$ cat src/rtl/core/kts_pkg.sv
`timescale 1ns / 1ps
// ----------------------------------------------------------------------------
// kts_pkg: shared types and constants of the keyword tokenizer scanner
// Token kinds, scanner modes, the token record and character classes.
// ----------------------------------------------------------------------------
package kts_pkg;

  localparam int DEF_KEYWORD_CHARS = 8;
  localparam int DEF_OFFSET_WIDTH  = 24;
  localparam int DEF_COUNT_WIDTH   = 16;

  // Token kinds
  localparam logic [5:0] K_SUPPLY  = 6'd14;
  localparam logic [5:0] K_INTEGER = 6'd15;
  localparam logic [5:0] K_DOUBLE  = 6'd16;
  localparam logic [5:0] K_STRING  = 6'd17;
  localparam logic [5:0] K_IDENT   = 6'd20;
  localparam logic [5:0] K_PLUS    = 6'd21;
  localparam logic [5:0] K_MINUS   = 6'd22;
  localparam logic [5:0] K_STAR    = 6'd23;
  localparam logic [5:0] K_SLASH   = 6'd24;
  localparam logic [5:0] K_PERCENT = 6'd25;
  localparam logic [5:0] K_EQ      = 6'd26;
  localparam logic [5:0] K_NE      = 6'd27;
  localparam logic [5:0] K_LT      = 6'd28;
  localparam logic [5:0] K_GT      = 6'd29;
  localparam logic [5:0] K_LE      = 6'd30;
  localparam logic [5:0] K_GE      = 6'd31;
  localparam logic [5:0] K_AND     = 6'd32;
  localparam logic [5:0] K_OR      = 6'd33;
  localparam logic [5:0] K_NOT     = 6'd34;
  localparam logic [5:0] K_ASSIGN  = 6'd35;
  localparam logic [5:0] K_LPAREN  = 6'd36;
  localparam logic [5:0] K_RPAREN  = 6'd37;
  localparam logic [5:0] K_LBRACE  = 6'd38;
  localparam logic [5:0] K_RBRACE  = 6'd39;
  localparam logic [5:0] K_SEMI    = 6'd40;
  localparam logic [5:0] K_COMMA   = 6'd41;
  localparam logic [5:0] K_EOF     = 6'd43;
  localparam logic [5:0] K_ERROR   = 6'd44;
  localparam logic [5:0] K_NONE    = 6'd63;

  // Error codes
  localparam logic [1:0] E_NONE       = 2'd0;
  localparam logic [1:0] E_UNTERM_STR = 2'd1;
  localparam logic [1:0] E_BAD_DIR    = 2'd2;
  localparam logic [1:0] E_BAD_CHAR   = 2'd3;

  typedef enum logic [3:0] {
    M_IDLE, M_IDENT, M_NUMBER, M_NUMDOT, M_DECIMAL, M_STRING, M_HASH,
    M_DIRECTIVE, M_COMMENT, M_OP
  } mode_t;

  typedef struct packed {
    logic [5:0]  kind;
    logic [1:0]  err;
    logic [7:0]  bad;
    logic [15:0] line;
    logic [15:0] col;
    logic [23:0] off;
    logic [15:0] len;
  } tok_t;

  // Up to three tokens come out of one input word.
  typedef struct packed {
    logic [1:0]       cnt;
    tok_t [2:0]       tok;
  } rec_t;

  function automatic logic is_digit(logic [7:0] c);
    return (c >= "0") && (c <= "9");
  endfunction

  function automatic logic is_alpha(logic [7:0] c);
    return ((c >= "a") && (c <= "z")) || ((c >= "A") && (c <= "Z"));
  endfunction

  function automatic logic is_space(logic [7:0] c);
    return (c == " ") || (c == "\t") || (c == "\r") || (c == "\n");
  endfunction

  function automatic logic [5:0] punct_kind(logic [7:0] c);
    logic [5:0] k;
    case (c)
      "(": k = K_LPAREN;
      ")": k = K_RPAREN;
      "{": k = K_LBRACE;
      "}": k = K_RBRACE;
      ";": k = K_SEMI;
      ",": k = K_COMMA;
      "+": k = K_PLUS;
      "-": k = K_MINUS;
      "*": k = K_STAR;
      "/": k = K_SLASH;
      "%": k = K_PERCENT;
      default: k = K_NONE;
    endcase
    return k;
  endfunction

  // The word buffer shifts bytes in at the bottom, so the last l bytes
  // read like a right-justified string literal.
  function automatic logic [5:0] kw_kind(logic [63:0] w, logic [3:0] l);
    logic [5:0] k;
    k = K_IDENT;
    case (l)
      4'd4: begin
        if (w[31:0] == "ammo") k = 6'd3;
        else if (w[31:0] == "true") k = 6'd18;
      end
      4'd5: begin
        if (w[39:0] == "troop") k = 6'd2;
        else if (w[39:0] == "brief") k = 6'd6;
        else if (w[39:0] == "intel") k = 6'd7;
        else if (w[39:0] == "abort") k = 6'd13;
        else if (w[39:0] == "false") k = 6'd19;
      end
      4'd6: begin
        if (w[47:0] == "tactic") k = 6'd1;
        else if (w[47:0] == "status") k = 6'd5;
        else if (w[47:0] == "adjust") k = 6'd9;
        else if (w[47:0] == "deploy") k = 6'd11;
      end
      4'd7: begin
        if (w[55:0] == "retreat") k = 6'd12;
      end
      4'd8: begin
        if (w == "campaign") k = 6'd0;
        else if (w == "codename") k = 6'd4;
        else if (w == "evaluate") k = 6'd8;
        else if (w == "maintain") k = 6'd10;
      end
      default: k = K_IDENT;
    endcase
    return k;
  endfunction

endpackage

$ cat src/rtl/core/kts_in_if.sv
`timescale 1ns / 1ps
// ----------------------------------------------------------------------------
// kts_in_if: source byte channel
// Valid/ready channel carrying one source byte or an end-of-source mark.
// ----------------------------------------------------------------------------
interface kts_in_if;
  logic       valid;
  logic       ready;
  logic [7:0] char_byte;
  logic       end_of_source;

  modport source (output valid, char_byte, end_of_source, input ready);
  modport sink (input valid, char_byte, end_of_source, output ready);
endinterface

$ cat src/rtl/core/kts_out_if.sv
`timescale 1ns / 1ps
// ----------------------------------------------------------------------------
// kts_out_if: token channel
// Valid/ready channel carrying one token with its position and length.
// ----------------------------------------------------------------------------
interface kts_out_if;
  logic        valid;
  logic        ready;
  logic [5:0]  token_kind;
  logic [1:0]  error_kind;
  logic [7:0]  offending_char;
  logic [15:0] start_line;
  logic [15:0] start_column;
  logic [23:0] start_offset;
  logic [15:0] token_length;
  logic        last_of_run;

  modport source (output valid, token_kind, error_kind, offending_char, start_line,
                  start_column, start_offset, token_length, last_of_run, input ready);
  modport sink (input valid, token_kind, error_kind, offending_char, start_line,
                start_column, start_offset, token_length, last_of_run, output ready);
endinterface

$ cat src/rtl/core/kts_front.sv
`timescale 1ns / 1ps
// ----------------------------------------------------------------------------
// kts_front: scanner front end
// Takes one byte per cycle while the queue has room, runs the lexer state
// machine and the position counters; the tokens a byte closes form one record.
// ----------------------------------------------------------------------------
module kts_front
  import kts_pkg::*;
#(
  parameter int KEYWORD_CHARS = DEF_KEYWORD_CHARS,
  parameter int OFFSET_WIDTH  = DEF_OFFSET_WIDTH,
  parameter int COUNT_WIDTH   = DEF_COUNT_WIDTH
) (
  input  logic    clk,
  input  logic    rst,
  kts_in_if.sink  char_in,
  input  logic    q_full,
  output logic    push,
  output rec_t    push_rec
);

  localparam int KC = KEYWORD_CHARS;
  localparam int OW = OFFSET_WIDTH;
  localparam int CW = COUNT_WIDTH;
  localparam int WB = 8 * KEYWORD_CHARS;

  mode_t           mode, mode_next;
  logic [7:0]      held, held_next;
  logic [WB-1:0]   wbuf, wbuf_next;
  logic            too_long, too_long_next;
  logic [CW-1:0]   tok_line, tok_line_next;
  logic [CW-1:0]   tok_col, tok_col_next;
  logic [OW-1:0]   tok_off, tok_off_next;
  logic [CW-1:0]   tok_len, tok_len_next;
  logic [CW-1:0]   line_cnt, line_cnt_next;
  logic [CW-1:0]   col_cnt, col_cnt_next;
  logic [OW-1:0]   byte_off, byte_off_next;
  rec_t            rec;
  logic            accept;

  function automatic tok_t mk_tok(logic [5:0] k, logic [1:0] e, logic [7:0] b,
                                  logic [CW-1:0] l, logic [CW-1:0] c,
                                  logic [OW-1:0] o, logic [CW-1:0] n);
    tok_t t;
    t.kind = k;
    t.err  = e;
    t.bad  = b;
    t.line = 16'(l);
    t.col  = 16'(c);
    t.off  = 24'(o);
    t.len  = 16'(n);
    return t;
  endfunction

  function automatic logic [5:0] id_kind(logic [63:0] w, logic t, logic [CW-1:0] n);
    if (t || (n > CW'(8))) return K_IDENT;
    return kw_kind(w, n[3:0]);
  endfunction

  assign char_in.ready = !q_full;
  assign accept        = char_in.valid && char_in.ready;
  assign push          = accept && (rec.cnt != 2'd0);
  assign push_rec      = rec;

  always_ff @(posedge clk) begin
    if (rst) begin
      mode     <= M_IDLE;
      held     <= '0;
      wbuf     <= '0;
      too_long <= 1'b0;
      tok_line <= CW'(1);
      tok_col  <= '0;
      tok_off  <= '0;
      tok_len  <= '0;
      line_cnt <= CW'(1);
      col_cnt  <= '0;
      byte_off <= '0;
    end else if (accept) begin
      mode     <= mode_next;
      held     <= held_next;
      wbuf     <= wbuf_next;
      too_long <= too_long_next;
      tok_line <= tok_line_next;
      tok_col  <= tok_col_next;
      tok_off  <= tok_off_next;
      tok_len  <= tok_len_next;
      line_cnt <= line_cnt_next;
      col_cnt  <= col_cnt_next;
      byte_off <= byte_off_next;
    end
  end

  always_comb begin
    logic [7:0]    c;
    logic          do_idle;
    logic [1:0]    n;
    logic [5:0]    pk;
    logic [CW-1:0] dcol;
    logic [OW-1:0] doff;
    c             = char_in.char_byte;
    do_idle       = 1'b0;
    n             = '0;
    rec           = '0;
    mode_next     = mode;
    held_next     = held;
    wbuf_next     = wbuf;
    too_long_next = too_long;
    tok_line_next = tok_line;
    tok_col_next  = tok_col;
    tok_off_next  = tok_off;
    tok_len_next  = tok_len;
    line_cnt_next = line_cnt;
    col_cnt_next  = col_cnt;
    byte_off_next = byte_off;
    pk            = punct_kind(c);
    dcol          = (col_cnt != '0) ? col_cnt - CW'(1) : col_cnt;
    doff          = (byte_off != '0) ? byte_off - OW'(1) : byte_off;

    if (char_in.end_of_source) begin
      // Close whatever token is open, then report the end.
      case (mode)
        M_IDENT: begin
          rec.tok[n] = mk_tok(id_kind(wbuf[63:0], too_long, tok_len), E_NONE, 8'd0,
                              tok_line, tok_col, tok_off, tok_len);
          n = n + 2'd1;
        end
        M_NUMBER: begin
          rec.tok[n] = mk_tok(K_INTEGER, E_NONE, 8'd0, tok_line, tok_col, tok_off, tok_len);
          n = n + 2'd1;
        end
        M_NUMDOT: begin
          rec.tok[n] = mk_tok(K_INTEGER, E_NONE, 8'd0, tok_line, tok_col, tok_off,
                              (tok_len != '0) ? tok_len - CW'(1) : tok_len);
          n = n + 2'd1;
          rec.tok[n] = mk_tok(K_ERROR, E_BAD_CHAR, ".", line_cnt, dcol, doff, CW'(1));
          n = n + 2'd1;
        end
        M_DECIMAL: begin
          rec.tok[n] = mk_tok(K_DOUBLE, E_NONE, 8'd0, tok_line, tok_col, tok_off, tok_len);
          n = n + 2'd1;
        end
        M_STRING: begin
          rec.tok[n] = mk_tok(K_ERROR, E_UNTERM_STR, 8'd0, tok_line, tok_col, tok_off,
                              tok_len);
          n = n + 2'd1;
        end
        M_DIRECTIVE: begin
          if (!too_long && (tok_len == CW'(7)) && (wbuf[47:0] == "supply"))
            rec.tok[n] = mk_tok(K_SUPPLY, E_NONE, 8'd0, tok_line, tok_col, tok_off, tok_len);
          else
            rec.tok[n] = mk_tok(K_ERROR, E_BAD_DIR, 8'd0, tok_line, tok_col, tok_off,
                                tok_len);
          n = n + 2'd1;
        end
        M_OP: begin
          case (held)
            "=": rec.tok[n] = mk_tok(K_ASSIGN, E_NONE, 8'd0, tok_line, tok_col, tok_off,
                                     tok_len);
            "!": rec.tok[n] = mk_tok(K_NOT, E_NONE, 8'd0, tok_line, tok_col, tok_off,
                                     tok_len);
            "<": rec.tok[n] = mk_tok(K_LT, E_NONE, 8'd0, tok_line, tok_col, tok_off, tok_len);
            ">": rec.tok[n] = mk_tok(K_GT, E_NONE, 8'd0, tok_line, tok_col, tok_off, tok_len);
            default: rec.tok[n] = mk_tok(K_ERROR, E_BAD_CHAR, held, tok_line, tok_col,
                                         tok_off, tok_len);
          endcase
          n = n + 2'd1;
        end
        default: ;
      endcase
      rec.tok[n] = mk_tok(K_EOF, E_NONE, 8'd0, line_cnt, col_cnt, byte_off, '0);
      n = n + 2'd1;
      // Everything returns to its reset value for the next source.
      mode_next     = M_IDLE;
      held_next     = '0;
      wbuf_next     = '0;
      too_long_next = 1'b0;
      tok_line_next = CW'(1);
      tok_col_next  = '0;
      tok_off_next  = '0;
      tok_len_next  = '0;
      line_cnt_next = CW'(1);
      col_cnt_next  = '0;
      byte_off_next = '0;
    end else begin
      case (mode)
        M_IDENT: begin
          if (is_alpha(c) || is_digit(c) || (c == "_")) begin
            if (tok_len < CW'(KC)) wbuf_next = {wbuf[WB-9:0], c};
            else too_long_next = 1'b1;
            if (tok_len != '1) tok_len_next = tok_len + CW'(1);
          end else begin
            rec.tok[n] = mk_tok(id_kind(wbuf[63:0], too_long, tok_len), E_NONE, 8'd0,
                                tok_line, tok_col, tok_off, tok_len);
            n = n + 2'd1;
            do_idle = 1'b1;
          end
        end
        M_NUMBER: begin
          if (is_digit(c)) begin
            if (tok_len != '1) tok_len_next = tok_len + CW'(1);
          end else if (c == ".") begin
            if (tok_len != '1) tok_len_next = tok_len + CW'(1);
            mode_next = M_NUMDOT;
          end else begin
            rec.tok[n] = mk_tok(K_INTEGER, E_NONE, 8'd0, tok_line, tok_col, tok_off, tok_len);
            n = n + 2'd1;
            do_idle = 1'b1;
          end
        end
        M_NUMDOT: begin
          if (is_digit(c)) begin
            if (tok_len != '1) tok_len_next = tok_len + CW'(1);
            mode_next = M_DECIMAL;
          end else begin
            // The dot was not part of a number: integer, then a stray dot.
            tok_len_next = (tok_len != '0) ? tok_len - CW'(1) : tok_len;
            rec.tok[n] = mk_tok(K_INTEGER, E_NONE, 8'd0, tok_line, tok_col, tok_off,
                                tok_len_next);
            n = n + 2'd1;
            rec.tok[n] = mk_tok(K_ERROR, E_BAD_CHAR, ".", line_cnt, dcol, doff, CW'(1));
            n = n + 2'd1;
            do_idle = 1'b1;
          end
        end
        M_DECIMAL: begin
          if (is_digit(c)) begin
            if (tok_len != '1) tok_len_next = tok_len + CW'(1);
          end else begin
            rec.tok[n] = mk_tok(K_DOUBLE, E_NONE, 8'd0, tok_line, tok_col, tok_off, tok_len);
            n = n + 2'd1;
            do_idle = 1'b1;
          end
        end
        M_STRING: begin
          if (tok_len != '1) tok_len_next = tok_len + CW'(1);
          if (c == "\"") begin
            rec.tok[n] = mk_tok(K_STRING, E_NONE, 8'd0, tok_line, tok_col, tok_off,
                                tok_len_next);
            n = n + 2'd1;
            mode_next = M_IDLE;
          end
        end
        M_HASH: begin
          if (is_alpha(c)) begin
            wbuf_next = {wbuf[WB-9:0], c};
            if (tok_len != '1) tok_len_next = tok_len + CW'(1);
            mode_next = M_DIRECTIVE;
          end else if (c == "\n") begin
            do_idle = 1'b1;
          end else begin
            mode_next = M_COMMENT;
          end
        end
        M_DIRECTIVE: begin
          if (is_alpha(c)) begin
            if (tok_len <= CW'(KC)) wbuf_next = {wbuf[WB-9:0], c};
            else too_long_next = 1'b1;
            if (tok_len != '1) tok_len_next = tok_len + CW'(1);
          end else begin
            if (!too_long && (tok_len == CW'(7)) && (wbuf[47:0] == "supply"))
              rec.tok[n] = mk_tok(K_SUPPLY, E_NONE, 8'd0, tok_line, tok_col, tok_off, tok_len);
            else
              rec.tok[n] = mk_tok(K_ERROR, E_BAD_DIR, 8'd0, tok_line, tok_col, tok_off,
                                  tok_len);
            n = n + 2'd1;
            do_idle = 1'b1;
          end
        end
        M_COMMENT: begin
          if (c == "\n") do_idle = 1'b1;
        end
        M_OP: begin
          if ((c == "=") && ((held == "=") || (held == "!") || (held == "<") ||
                             (held == ">"))) begin
            tok_len_next = (tok_len != '1) ? tok_len + CW'(1) : tok_len;
            rec.tok[n] = mk_tok((held == "=") ? K_EQ : (held == "!") ? K_NE :
                                (held == "<") ? K_LE : K_GE, E_NONE, 8'd0,
                                tok_line, tok_col, tok_off, tok_len_next);
            n = n + 2'd1;
            mode_next = M_IDLE;
          end else if (((c == "&") || (c == "|")) && (c == held)) begin
            tok_len_next = (tok_len != '1) ? tok_len + CW'(1) : tok_len;
            rec.tok[n] = mk_tok((c == "&") ? K_AND : K_OR, E_NONE, 8'd0,
                                tok_line, tok_col, tok_off, tok_len_next);
            n = n + 2'd1;
            mode_next = M_IDLE;
          end else begin
            case (held)
              "=": rec.tok[n] = mk_tok(K_ASSIGN, E_NONE, 8'd0, tok_line, tok_col, tok_off,
                                       tok_len);
              "!": rec.tok[n] = mk_tok(K_NOT, E_NONE, 8'd0, tok_line, tok_col, tok_off,
                                       tok_len);
              "<": rec.tok[n] = mk_tok(K_LT, E_NONE, 8'd0, tok_line, tok_col, tok_off,
                                       tok_len);
              ">": rec.tok[n] = mk_tok(K_GT, E_NONE, 8'd0, tok_line, tok_col, tok_off,
                                       tok_len);
              default: rec.tok[n] = mk_tok(K_ERROR, E_BAD_CHAR, held, tok_line, tok_col,
                                           tok_off, tok_len);
            endcase
            n = n + 2'd1;
            do_idle = 1'b1;
          end
        end
        default: do_idle = 1'b1;
      endcase

      // The byte that closed a token, or any byte between tokens, may open one.
      if (do_idle) begin
        mode_next = M_IDLE;
        if (!is_space(c)) begin
          tok_line_next = line_cnt;
          tok_col_next  = col_cnt;
          tok_off_next  = byte_off;
          tok_len_next  = CW'(1);
          too_long_next = 1'b0;
          wbuf_next     = '0;
          if (pk != K_NONE) begin
            rec.tok[n] = mk_tok(pk, E_NONE, 8'd0, line_cnt, col_cnt, byte_off, CW'(1));
            n = n + 2'd1;
          end else if ((c == "=") || (c == "!") || (c == "<") || (c == ">") ||
                       (c == "&") || (c == "|")) begin
            held_next = c;
            mode_next = M_OP;
          end else if (c == "#") begin
            mode_next = M_HASH;
          end else if (c == "\"") begin
            mode_next = M_STRING;
          end else if (is_digit(c)) begin
            mode_next = M_NUMBER;
          end else if (is_alpha(c) || (c == "_")) begin
            wbuf_next = {{(WB-8){1'b0}}, c};
            mode_next = M_IDENT;
          end else begin
            rec.tok[n] = mk_tok(K_ERROR, E_BAD_CHAR, c, line_cnt, col_cnt, byte_off, CW'(1));
            n = n + 2'd1;
          end
        end
      end

      if (byte_off != '1) byte_off_next = byte_off + OW'(1);
      if (c == "\n") begin
        if (line_cnt != '1) line_cnt_next = line_cnt + CW'(1);
        col_cnt_next = '0;
      end else if (col_cnt != '1) begin
        col_cnt_next = col_cnt + CW'(1);
      end
    end
    rec.cnt = n;
  end

endmodule

$ cat src/rtl/core/kts_queue.sv
`timescale 1ns / 1ps
// ----------------------------------------------------------------------------
// kts_queue: two-entry record queue
// Decouples the scanner front end from the token emitter.
// ----------------------------------------------------------------------------
module kts_queue
  import kts_pkg::*;
(
  input  logic clk,
  input  logic rst,
  input  logic push,
  input  rec_t wdata,
  output logic full,
  output logic rvalid,
  output rec_t rdata,
  input  logic pop
);

  rec_t       mem [2];
  logic       wptr;
  logic       rptr;
  logic [1:0] count;

  assign full   = (count == 2'd2);
  assign rvalid = (count != 2'd0);
  assign rdata  = mem[rptr];

  always_ff @(posedge clk) begin
    if (push) mem[wptr] <= wdata;
  end

  always_ff @(posedge clk) begin
    if (rst) begin
      wptr  <= 1'b0;
      rptr  <= 1'b0;
      count <= 2'd0;
    end else begin
      if (push) wptr <= ~wptr;
      if (pop) rptr <= ~rptr;
      count <= count + 2'(push) - 2'(pop);
    end
  end

endmodule

$ cat src/rtl/core/kts_emit.sv
`timescale 1ns / 1ps
// ----------------------------------------------------------------------------
// kts_emit: token emitter
// Holds a record, sends its tokens one per cycle while ready, marks the last.
// ----------------------------------------------------------------------------
module kts_emit
  import kts_pkg::*;
(
  input  logic        clk,
  input  logic        rst,
  input  logic        q_valid,
  input  rec_t        q_rec,
  output logic        pop,
  kts_out_if.source   token_out
);

  rec_t       cur;
  logic       cur_valid;
  logic [1:0] idx;
  logic       is_last;
  logic       load;
  tok_t       t;

  assign is_last = (idx == cur.cnt - 2'd1);
  assign load    = !cur_valid || (token_out.ready && is_last);
  assign pop     = load && q_valid;
  assign t       = cur.tok[idx];

  assign token_out.valid          = cur_valid;
  assign token_out.token_kind     = t.kind;
  assign token_out.error_kind     = t.err;
  assign token_out.offending_char = t.bad;
  assign token_out.start_line     = t.line;
  assign token_out.start_column   = t.col;
  assign token_out.start_offset   = t.off;
  assign token_out.token_length   = t.len;
  assign token_out.last_of_run    = is_last;

  always_ff @(posedge clk) begin
    if (pop) cur <= q_rec;
  end

  always_ff @(posedge clk) begin
    if (rst) begin
      cur_valid <= 1'b0;
      idx       <= 2'd0;
    end else if (load) begin
      cur_valid <= q_valid;
      idx       <= 2'd0;
    end else if (token_out.ready) begin
      idx <= idx + 2'd1;
    end
  end

  a_idx_in_range: assert property (@(posedge clk) disable iff (rst)
    cur_valid |-> (idx < cur.cnt))
    else $error("token index beyond record");

  a_nonempty: assert property (@(posedge clk) disable iff (rst)
    cur_valid |-> (cur.cnt != 2'd0))
    else $error("empty record held");

  a_advance: assert property (@(posedge clk) disable iff (rst)
    (cur_valid && token_out.ready && !is_last) |=>
      (cur_valid && (idx == $past(idx) + 2'd1)))
    else $error("token index did not advance");

endmodule

$ cat src/rtl/core/keyword_tokenizer_scanner.sv
`timescale 1ns / 1ps
// A token passes through the two-record queue and the emitter's register.
// The input takes one byte per cycle while the queue has room; a byte that
// closes two or three tokens keeps the emitter busy with each in turn.
// The emitter sends one token per cycle while ready; the queue absorbs bursts.
// Reset (rst, synchronous) returns the scanner to line 1, column 0, offset 0.
// ----------------------------------------------------------------------------
// keyword_tokenizer_scanner: streaming lexer top level
// Front end scans bytes into token records, a queue buffers them and the
// emitter sends the tokens one word at a time.
// ----------------------------------------------------------------------------
module keyword_tokenizer_scanner
  import kts_pkg::*;
#(
  parameter int KEYWORD_CHARS = DEF_KEYWORD_CHARS,
  parameter int OFFSET_WIDTH  = DEF_OFFSET_WIDTH,
  parameter int COUNT_WIDTH   = DEF_COUNT_WIDTH
) (
  input  logic      clk,
  input  logic      rst,
  kts_in_if.sink    char_in,
  kts_out_if.source token_out
);

  logic q_full;
  logic push;
  rec_t push_rec;
  logic q_valid;
  rec_t q_rec;
  logic pop;

  kts_front #(
    .KEYWORD_CHARS(KEYWORD_CHARS),
    .OFFSET_WIDTH (OFFSET_WIDTH),
    .COUNT_WIDTH  (COUNT_WIDTH)
  ) u_front (
    .clk     (clk),
    .rst     (rst),
    .char_in (char_in),
    .q_full  (q_full),
    .push    (push),
    .push_rec(push_rec)
  );

  kts_queue u_queue (
    .clk   (clk),
    .rst   (rst),
    .push  (push),
    .wdata (push_rec),
    .full  (q_full),
    .rvalid(q_valid),
    .rdata (q_rec),
    .pop   (pop)
  );

  kts_emit u_emit (
    .clk      (clk),
    .rst      (rst),
    .q_valid  (q_valid),
    .q_rec    (q_rec),
    .pop      (pop),
    .token_out(token_out)
  );

endmodule

$ cat src/flat_wrapper.sv
// flat-port wrapper written by rule: the top's interface ports become plain ports
module keyword_tokenizer_scanner_flat import kts_pkg::*;
#(
  parameter int KEYWORD_CHARS = DEF_KEYWORD_CHARS,
  parameter int OFFSET_WIDTH  = DEF_OFFSET_WIDTH,
  parameter int COUNT_WIDTH   = DEF_COUNT_WIDTH
)
  (clk, rst, char_in_valid, char_in_char_byte, char_in_end_of_source, char_in_ready, token_out_valid, token_out_token_kind, token_out_error_kind, token_out_offending_char, token_out_start_line, token_out_start_column, token_out_start_offset, token_out_token_length, token_out_last_of_run, token_out_ready);
  kts_in_if char_in_i ();
  kts_out_if token_out_i ();
  input  logic clk;
  input  logic rst;
  input wire logic [$bits(char_in_i.valid)-1:0] char_in_valid;
  input wire logic [$bits(char_in_i.char_byte)-1:0] char_in_char_byte;
  input wire logic [$bits(char_in_i.end_of_source)-1:0] char_in_end_of_source;
  output wire logic [$bits(char_in_i.ready)-1:0] char_in_ready;
  output wire logic [$bits(token_out_i.valid)-1:0] token_out_valid;
  output wire logic [$bits(token_out_i.token_kind)-1:0] token_out_token_kind;
  output wire logic [$bits(token_out_i.error_kind)-1:0] token_out_error_kind;
  output wire logic [$bits(token_out_i.offending_char)-1:0] token_out_offending_char;
  output wire logic [$bits(token_out_i.start_line)-1:0] token_out_start_line;
  output wire logic [$bits(token_out_i.start_column)-1:0] token_out_start_column;
  output wire logic [$bits(token_out_i.start_offset)-1:0] token_out_start_offset;
  output wire logic [$bits(token_out_i.token_length)-1:0] token_out_token_length;
  output wire logic [$bits(token_out_i.last_of_run)-1:0] token_out_last_of_run;
  input wire logic [$bits(token_out_i.ready)-1:0] token_out_ready;
  assign char_in_i.valid = char_in_valid;
  assign char_in_i.char_byte = char_in_char_byte;
  assign char_in_i.end_of_source = char_in_end_of_source;
  assign char_in_ready = char_in_i.ready;
  assign token_out_valid = token_out_i.valid;
  assign token_out_token_kind = token_out_i.token_kind;
  assign token_out_error_kind = token_out_i.error_kind;
  assign token_out_offending_char = token_out_i.offending_char;
  assign token_out_start_line = token_out_i.start_line;
  assign token_out_start_column = token_out_i.start_column;
  assign token_out_start_offset = token_out_i.start_offset;
  assign token_out_token_length = token_out_i.token_length;
  assign token_out_last_of_run = token_out_i.last_of_run;
  assign token_out_i.ready = token_out_ready;
  keyword_tokenizer_scanner #(.KEYWORD_CHARS(KEYWORD_CHARS), .OFFSET_WIDTH(OFFSET_WIDTH), .COUNT_WIDTH(COUNT_WIDTH)) u_core (.clk(clk), .rst(rst), .char_in(char_in_i), .token_out(token_out_i));
endmodule
$ cat config.mk
export PLATFORM = sky130hd
export DESIGN_NAME = keyword_tokenizer_scanner_flat
export DESIGN_NICKNAME = d
export VERILOG_FILES = /design/src/rtl/core/kts_pkg.sv /design/src/rtl/core/kts_in_if.sv /design/src/rtl/core/kts_out_if.sv /design/src/rtl/core/kts_front.sv /design/src/rtl/core/kts_queue.sv /design/src/rtl/core/kts_emit.sv /design/src/rtl/core/keyword_tokenizer_scanner.sv /design/src/flat_wrapper.sv
export SDC_FILE = /design/constraint.sdc
export NUM_CORES = 2
export LEC_CHECK = 0
export ABC_AREA = 1
export BUFFER_PORTS_ARGS = -buffer_cell sky130_fd_sc_hd__buf_2
export CELL_PAD_IN_SITES_DETAIL_PLACEMENT = 1
export CELL_PAD_IN_SITES_GLOBAL_PLACEMENT = 1
export CORE_MARGIN = 2
export CORE_UTILIZATION = 53
export DETAILED_ROUTE_END_ITERATION = 16
export PLACE_DENSITY = 0.85
export SYNTH_ARGS = -nofsm -noshare
export SYNTH_HDL_FRONTEND = slang
export SYNTH_SLANG_ARGS = --single-unit
$ cat constraint.sdc
create_clock -name clk -period 25.3 [get_ports clk]
set_input_delay 0 -clock clk [delete_from_list [all_inputs] [get_ports clk]]
set_output_delay 0 -clock clk [all_outputs]
set_load 0.1 [all_outputs]
# Word level (Yosys, flattened, before mapping)
# Memories as Yosys holds them, arrays and structs flattened. A register that Yosys moved wholly into a read port is not among the register bits.
# Index checks and enable logic that the tools add are counted.
[classes]
add_sub_neg = 13
mux = 180
eq_ne = 77
bitwise_logic = 2
reduce_logical = 56
magnitude_cmp = 14
[op_table]
columns = ["cell", "n"]
rows = [
  ["$mux W264", 9],
  ["$mux W88", 14],
  ["$pmux W88 S7", 2],
  ["$bwmux W264", 3],
  ["$mux W64", 8],
  ["$mux W16", 26],
  ["$demux W88 S2", 2],
  ["$pmux W88 S4", 1],
  ["$eq A64 B63 Y1 const B", 4],
  ["$eq A48 B47 Y1 const B", 5],
  ["$eq A40 B39 Y1 const B", 5],
  ["$pmux W64 S3", 1],
  ["$bmux W88 S2", 1],
  ["$eq A8 B6 Y1 const B", 22],
  ["$mux W176", 1],
  ["$mux W87", 2],
  ["$mux W86", 2],
  ["$mux W24", 6],
  ["$pmux W16 S7", 1],
  ["$mux W8", 11],
  ["$mux W6", 11],
  ["$pmux W6 S11", 1],
  ["$eq A32 B31 Y1 const B", 2],
  ["$eq A56 B55 Y1 const B", 1],
  ["59 further kinds", 201],
]
[totals]
wordCells = 359
out_inout_bits = 91
memories = 1
register_bits = 212
inputBits = 13
ram_bits = 532
[memory_table]
columns = ["memory", "words", "word_bits", "read_ports", "rd_clocked_by_memory_dff", "write_ports", "line", "source"]
rows = [
  ["u_core.u_queue.mem", 2, 266, 1, 1, 1, "kts_queue.sv:19", "rec_t mem [2];"],
]

# Depth between registers and ports, before layout
[logic_depth]
depth_word = 22
ltp_mapped = 24

# By module
# A second synthesis with hierarchy kept.
[unflattened]
cells_unflattened = 5504
hier_area_um2 = 52138.8
[modules_own_cells]
columns = ["module", "area_each_um2", "seq_area_each_um2", "cells_each", "instances"]
rows = [
  ["kts_front", 21515.6, 4103.9, 3952, 1],
  ["kts_queue", 20465.9, 16075.4, 859, 1],
  ["kts_emit", 10157.2, 8047.7, 693, 1],
]

# Worst setup path after synthesis
# No wires, ideal clock.
[synth_timing]
path_kind = "register to register"
startpoint = "reg u_core.u_emit.cur[265] (netlist name)"
endpoint = "reg u_core.u_queue.count[1]"
setup_ns = 0.070
setup_slack_ns = 9.601
arrival_time_ns = 15.629
period_less_slack_ns = 15.699
required_time_ns = 25.230
path_stages_with_launch = 12
cell_sequence = "edfxtp_1 xnor2_1 mux2i_1 a21oi_1 nand2_1 a21oi_1 ha_1 inv_1 ha_1 xor2_1 o21ai_0 a21oi_1"
[synth_between]
elab_chain_len = 6
[synth_rtl]
columns = ["item", "line", "source"]
rows = [
  ["$sub A2 B1 Y2", "kts_emit.sv:24", "assign is_last = (idx == cur.cnt - 2'd1);"],
  ["$eq A2 B2 Y1", "kts_emit.sv:24", ""],
  ["net token_out_last_of_run", "flat_wrapper.sv:25", "output wire logic [$bits(token_out_i.last_of_run)-1:0] token_out_last_of_run;"],
  ["$logic_and A1 B1 Y1", "kts_emit.sv:25", "assign load = !cur_valid || (token_out.ready && is_last);"],
  ["$logic_or A1 B1 Y1", "kts_emit.sv:25", ""],
  ["$logic_and A1 B1 Y1", "kts_emit.sv:26", "assign pop = load && q_valid;"],
  ["net u_core.pop", "keyword_tokenizer_scanner.sv:30", "logic pop;"],
  ["$sub A2 B1 Y2", "kts_queue.sv:40", "count <= count + 2'(push) - 2'(pop);"],
  ["end signal, assigned", "kts_queue.sv:40", ""],
  ["end, declared", "kts_queue.sv:22", "logic [1:0] count;"],
]
# The timed path passes the listed nets, and every way through them passes these cells.
# A chain may end at the register's enable or synchronous reset.

# Worst setup path in the final report
[layout_timing]
startpoint = "reg u_core.u_front.mode[3]"
endpoint = "mem u_core.u_queue.mem[0][30] (netlist bit) (enable)"
[layout_between]
elab_chain_len = 17
word_cells_on_any_way = 32
classes_between = "2 x add/sub; 9 x eq/ne; 17 x mux; 4 x reduce/logical"
[layout_rtl]
columns = ["item", "line", "source"]
rows = [
  ["start, declared", "kts_front.sv:27", "mode_t mode, mode_next;"],
  ["start signal, assigned", "kts_front.sv:79", "mode <= mode_next;"],
  ["$eq A4 B4 Y1 (tied with other cells)", "kts_front.sv:121, kts_front.sv:185", ""],
  ["$pmux W2 S7", "kts_front.sv:185", "case (mode)"],
  ["$mux W2", "kts_front.sv:119", "if (char_in.end_of_source) begin"],
  ["$add A2 B1 Y2", "kts_front.sv:319, kts_front.sv:335", ""],
  ["$mux W2", "kts_front.sv:330", "end else if (is_alpha(c) || (c == \"_\")) begin"],
  ["$mux W2", "kts_front.sv:328", "end else if (is_digit(c)) begin"],
  ["$mux W2", "kts_front.sv:326", "end else if (c == \"\\\"\") begin"],
  ["$mux W2", "kts_front.sv:324", "end else if (c == \"#\") begin"],
  ["$mux W2", "kts_front.sv:320", "end else if ((c == \"=\") || (c == \"!\") || (c == \"<\") || (c == \">\") ||"],
  ["$mux W2", "kts_front.sv:317", "if (pk != K_NONE) begin"],
  ["$mux W2", "kts_front.sv:310", "if (!is_space(c)) begin"],
  ["$mux W2", "kts_front.sv:308", "if (do_idle) begin"],
  ["$mux W2 *", "kts_front.sv:119", ""],
  ["$reduce_bool A2 Y1 *", "kts_front.sv:62", "assign push = accept && (rec.cnt != 2'd0);"],
  ["$logic_and A1 B1 Y1 *", "kts_front.sv:62", ""],
  ["$mux W1 *", "kts_queue.sv:29", "if (push) mem[wptr] <= wdata;"],
  ["$mux W1 (not written as such) *", "kts_queue.sv:29", ""],
  ["end, declared", "kts_queue.sv:19", ""],
]
# Mark *: on every way between the ends. The rest lies on a longest branch, timed or not. The select of a mux whose other input is x is not followed.

==> results.json <==
{
  "cp-start-kind": "register",
  "synth_area_per_cell_um2": 8.85,
  "final-hold-violation-count": 0,
  "crit_buf_inv": 5,
  "drv_slew": 0,
  "final_common_cell": "nand2_1",
  "cts_root_buf": "clkbuf_16",
  "setup-tns-final_ns": 0,
  "synthTopCellsByArea": "edfxtp_1, nand2_1, dfxtp_1, inv_1, nand3_1",
  "clk-insertion-delay-late_ns": 0.69,
  "netlist_area_um2": 46200,
  "synth-edff-count": 702,
  "synth_ff_type": "edfxtp_1",
  "ys_types": 72,
  "synth_compound_area_share_pct": 13.6,
  "die_area_um2": 89500,
  "ys_seq_area_share_pct": 54.8,
  "viasPerCell": 6.32,
  "worst_path_max_delay_cell": "buf_4",
  "track_usage_pct": 36.6,
  "synth.area.mux_share_pct": 0.0217,
  "worstSetupEndpointType": "register",
  "cellLeakagePower_nw": 18.8,
  "cts.clk_slew.worst_paths_ns": 0.06,
  "grt_overflow_total": 0,
  "slowest_delay_ns": 0.90,
  "vias": 40600,
  "antenna_found_initial": 1,
  "synth_top_cell_area_share_pct": 45.6,
  "syn_nets": 5251,
  "drv_cap": 0,
  "routedWlPerCell_um": 25.8,
  "finalCriticalPeriod_ns": 6.23,
  "crit_family": "buffers and inverters",
  "path_cells": "nor2_1 > nand2_1 > inv_1 > nand2_1 > buf_4 > inv_1 > nand2_1 > nand3_1 > nand2_1 > nand2_1 > nand2_1 > nor2_4 > buf_12 > buf_4",
  "fin_nets": 5215,
  "slew_headroom_pct": 13.8,
  "cts_sinks": 914,
  "finalInstanceArea_um2": 50600,
  "cpMostUsedCell": "nand2_1",
  "cp_max_fo": 167,
  "layout_common_cells": "nand2_1, edfxtp_1, inv_1, nor2_1, nand3_1",
  "start_util_pct": 53.3,
  "clock_path_buffers": 3,
  "hold_class": "in -> reg",
  "ir_drop_uv": 114,
  "globalplace.congestion": 0.977,
  "dp_hpwl_um": 107000,
  "synth_seq_cells": 914,
  "syn_to_final_growth_pct": 9.48,
  "grt_pass1_vias": 42100,
  "post-route-period-util_pct": 24.6,
  "max_clock_freq_mhz": 161,
  "drt-initial-drc-count": 4011,
  "core.rowCount": 108,
  "grt_pass1_wl_um": 252000,
  "drive_above_1_share_pct": 8.91,
  "synth_warnings": 0,
  "post_dp_cell_area_um2": 47200,
  "fp.coreArea_um2": 86600,
  "portBuffers": 103,
  "cts_tree": "yes",
  "post-cts-setup-buffer-count": 0,
  "yosys.area_share.adder_pct": 0.515,
  "crit_arrival_ns": 6.52,
  "yosys.area_share.xor_xnor_pct": 0.778,
  "syn_inst": 5219,
  "synth_largest_area_cell": "edfxtp_1",
  "grt_max_degree": 175,
  "crit_type": "reg -> reg",
  "setup_viol": 0,
  "rsz0062_at_grt": "false",
  "drc": 0,
  "ios": 104,
  "synth_simple_gate_area_share_pct": 23.3,
  "finClkSkew_ns": 0.0240,
  "htreeDepth": 3,
  "synth_top_family_by_area": "simple AND/OR/NAND/NOR gates",
  "die-width_um": 299,
  "ant_nets": 0,
  "die_y_um": 299,
  "cp.required_ns": 25.59,
  "worst_slew_pin_slew_ns": 1.29,
  "outcome": "completed",
  "power_density_nw_per_um2": 105,
  "drt_wl_total_um": 166000,
  "drt_first_pass_iters": 6,
  "numCtsBuffers": 96,
  "async_reset_ff_share_pct": 0
}
==> cell usage after synthesis, types with 50 or more instances <==
cell type / number
nand2_1: 1475
edfxtp_1: 702
inv_1: 441
nor2_1: 408
nand3_1: 329
o21ai_0: 231
a21oi_1: 227
dfxtp_1: 212
clkbuf_1: 192
o211ai_1: 137
nor3_1: 123
nand4_1: 94
o22ai_1: 62
buf_2: 50
==> state kept, by name, summed over array words and instances, names as in the netlist <==
signal	count
u_core.u_front.line_cnt	16
u_core.u_front.wbuf	64
u_core.u_queue.mem	468
u_core.u_front.byte_off	24
u_core.u_front.col_cnt	16
u_core.u_front.held	8
u_core.u_front.mode	4
u_core.u_emit.token_out.valid	1
u_core.u_front.tok_off	24
u_core.u_queue.rptr	1
u_core.u_emit.idx	2
u_core.u_queue.count	2
u_core.u_queue.wptr	1
u_core.u_emit.cur	234
u_core.u_front.tok_len	16
u_core.u_front.tok_line	16
u_core.u_front.tok_col	16
u_core.u_front.too_long	1
==> metal layers <==
layer | vias to the layer above | GRT usage, % | routed length, um
met1 | 20100 | 46.7 | 65400
met3 | 513 | 5.39 | 12500
met4 | 0 | 17.5 | 8040
met5 | - | 0 | 0
li1 | 17900 | - | -
met2 | 1959 | 61.3 | 80000
==> power by group <==
| part | internal [mW] | switching [mW] |
|---|---|---|
| clock network | 0.831 | 0.622 |
| logic | 0.264 | 1.41 |
| registers | 2.07 | 0.134 |
==> worst paths after layout <==
kind | from | endpoint | slack (ns) | cells past startpoint
setup / recovery | u_core.u_front.mode[3] | u_core.u_queue.mem[0][30] | 19.07 | 14
hold / removal | char_in_end_of_source | u_core.u_front.tok_col[13] | 0.22 | 4
setup reg to reg | u_core.u_front.mode[3] | u_core.u_queue.mem[0][30] | 19.07 | 14
hold reg to reg | u_core.u_front.held[7] | u_core.u_front.held[7] | 0.47 | 2
==> layout make-up <==
class	count	area (um^2)
fillers	9922	36100
clock buffers	141	2760
multi-input cells	3522	17700
flip-flops and latches	914	25300
repair buffers	163	1030
well taps	1155	1450
inverters	486	1860
diodes	1	2.50
clock inverters	40	438
==> cell families (layout without fill, tap and decap cells) <==
kind of cell | after synthesis | in the layout
compound gates | 932 | 932
xor+xnor | 41 | 41
fa+ha+maj | 19 | 19
buf+inv | 783 | 830
flops | 914 | 914
mux | 1 | 1
other cells | 0 | 1
simple gates | 2529 | 2529
==> metrics by stage <==
stage / hold WS, ns / utilization (%) / worst slack [ns] / cells / power [mW]
2_1_floorplan: 0.181 / - / 9.60 / 5219 / 3.53
3_3_place_gp: 0.348 / 54.5 / 19.38 / 6229 / 3.79
3_5_place_dp: 0.358 / 54.5 / 19.14 / 6229 / 3.87
4_1_cts: 0.134 / 58.4 / 19.11 / 6421 / 5.33
5_1_grt: 0.219 / 58.4 / 18.70 / 6421 / 5.50
6_report: 0.224 / 58.4 / 19.07 / 6422 / 5.32
==> worst reg2reg max path: stages, from the launching register on <==
cell and delay (ns):
dfxtp_1 0.37, nor2_1 0.25, nand2_1 0.62, inv_1 0.76, nand2_1 0.42, buf_4 0.36
inv_1 0.59, nand2_1 0.13, nand3_1 0.10, nand2_1 0.09, nand2_1 0.11, nand2_1 0.13
nor2_4 0.14, buf_12 0.72, buf_4 0.93
==> what timing repair did <==
action,in CTS,in global routing
endpoints found under the hold margin,83,0
hold buffers,11,0
gates resized for setup,0,0
Note: power is estimated with default switching activity, not from simulation.
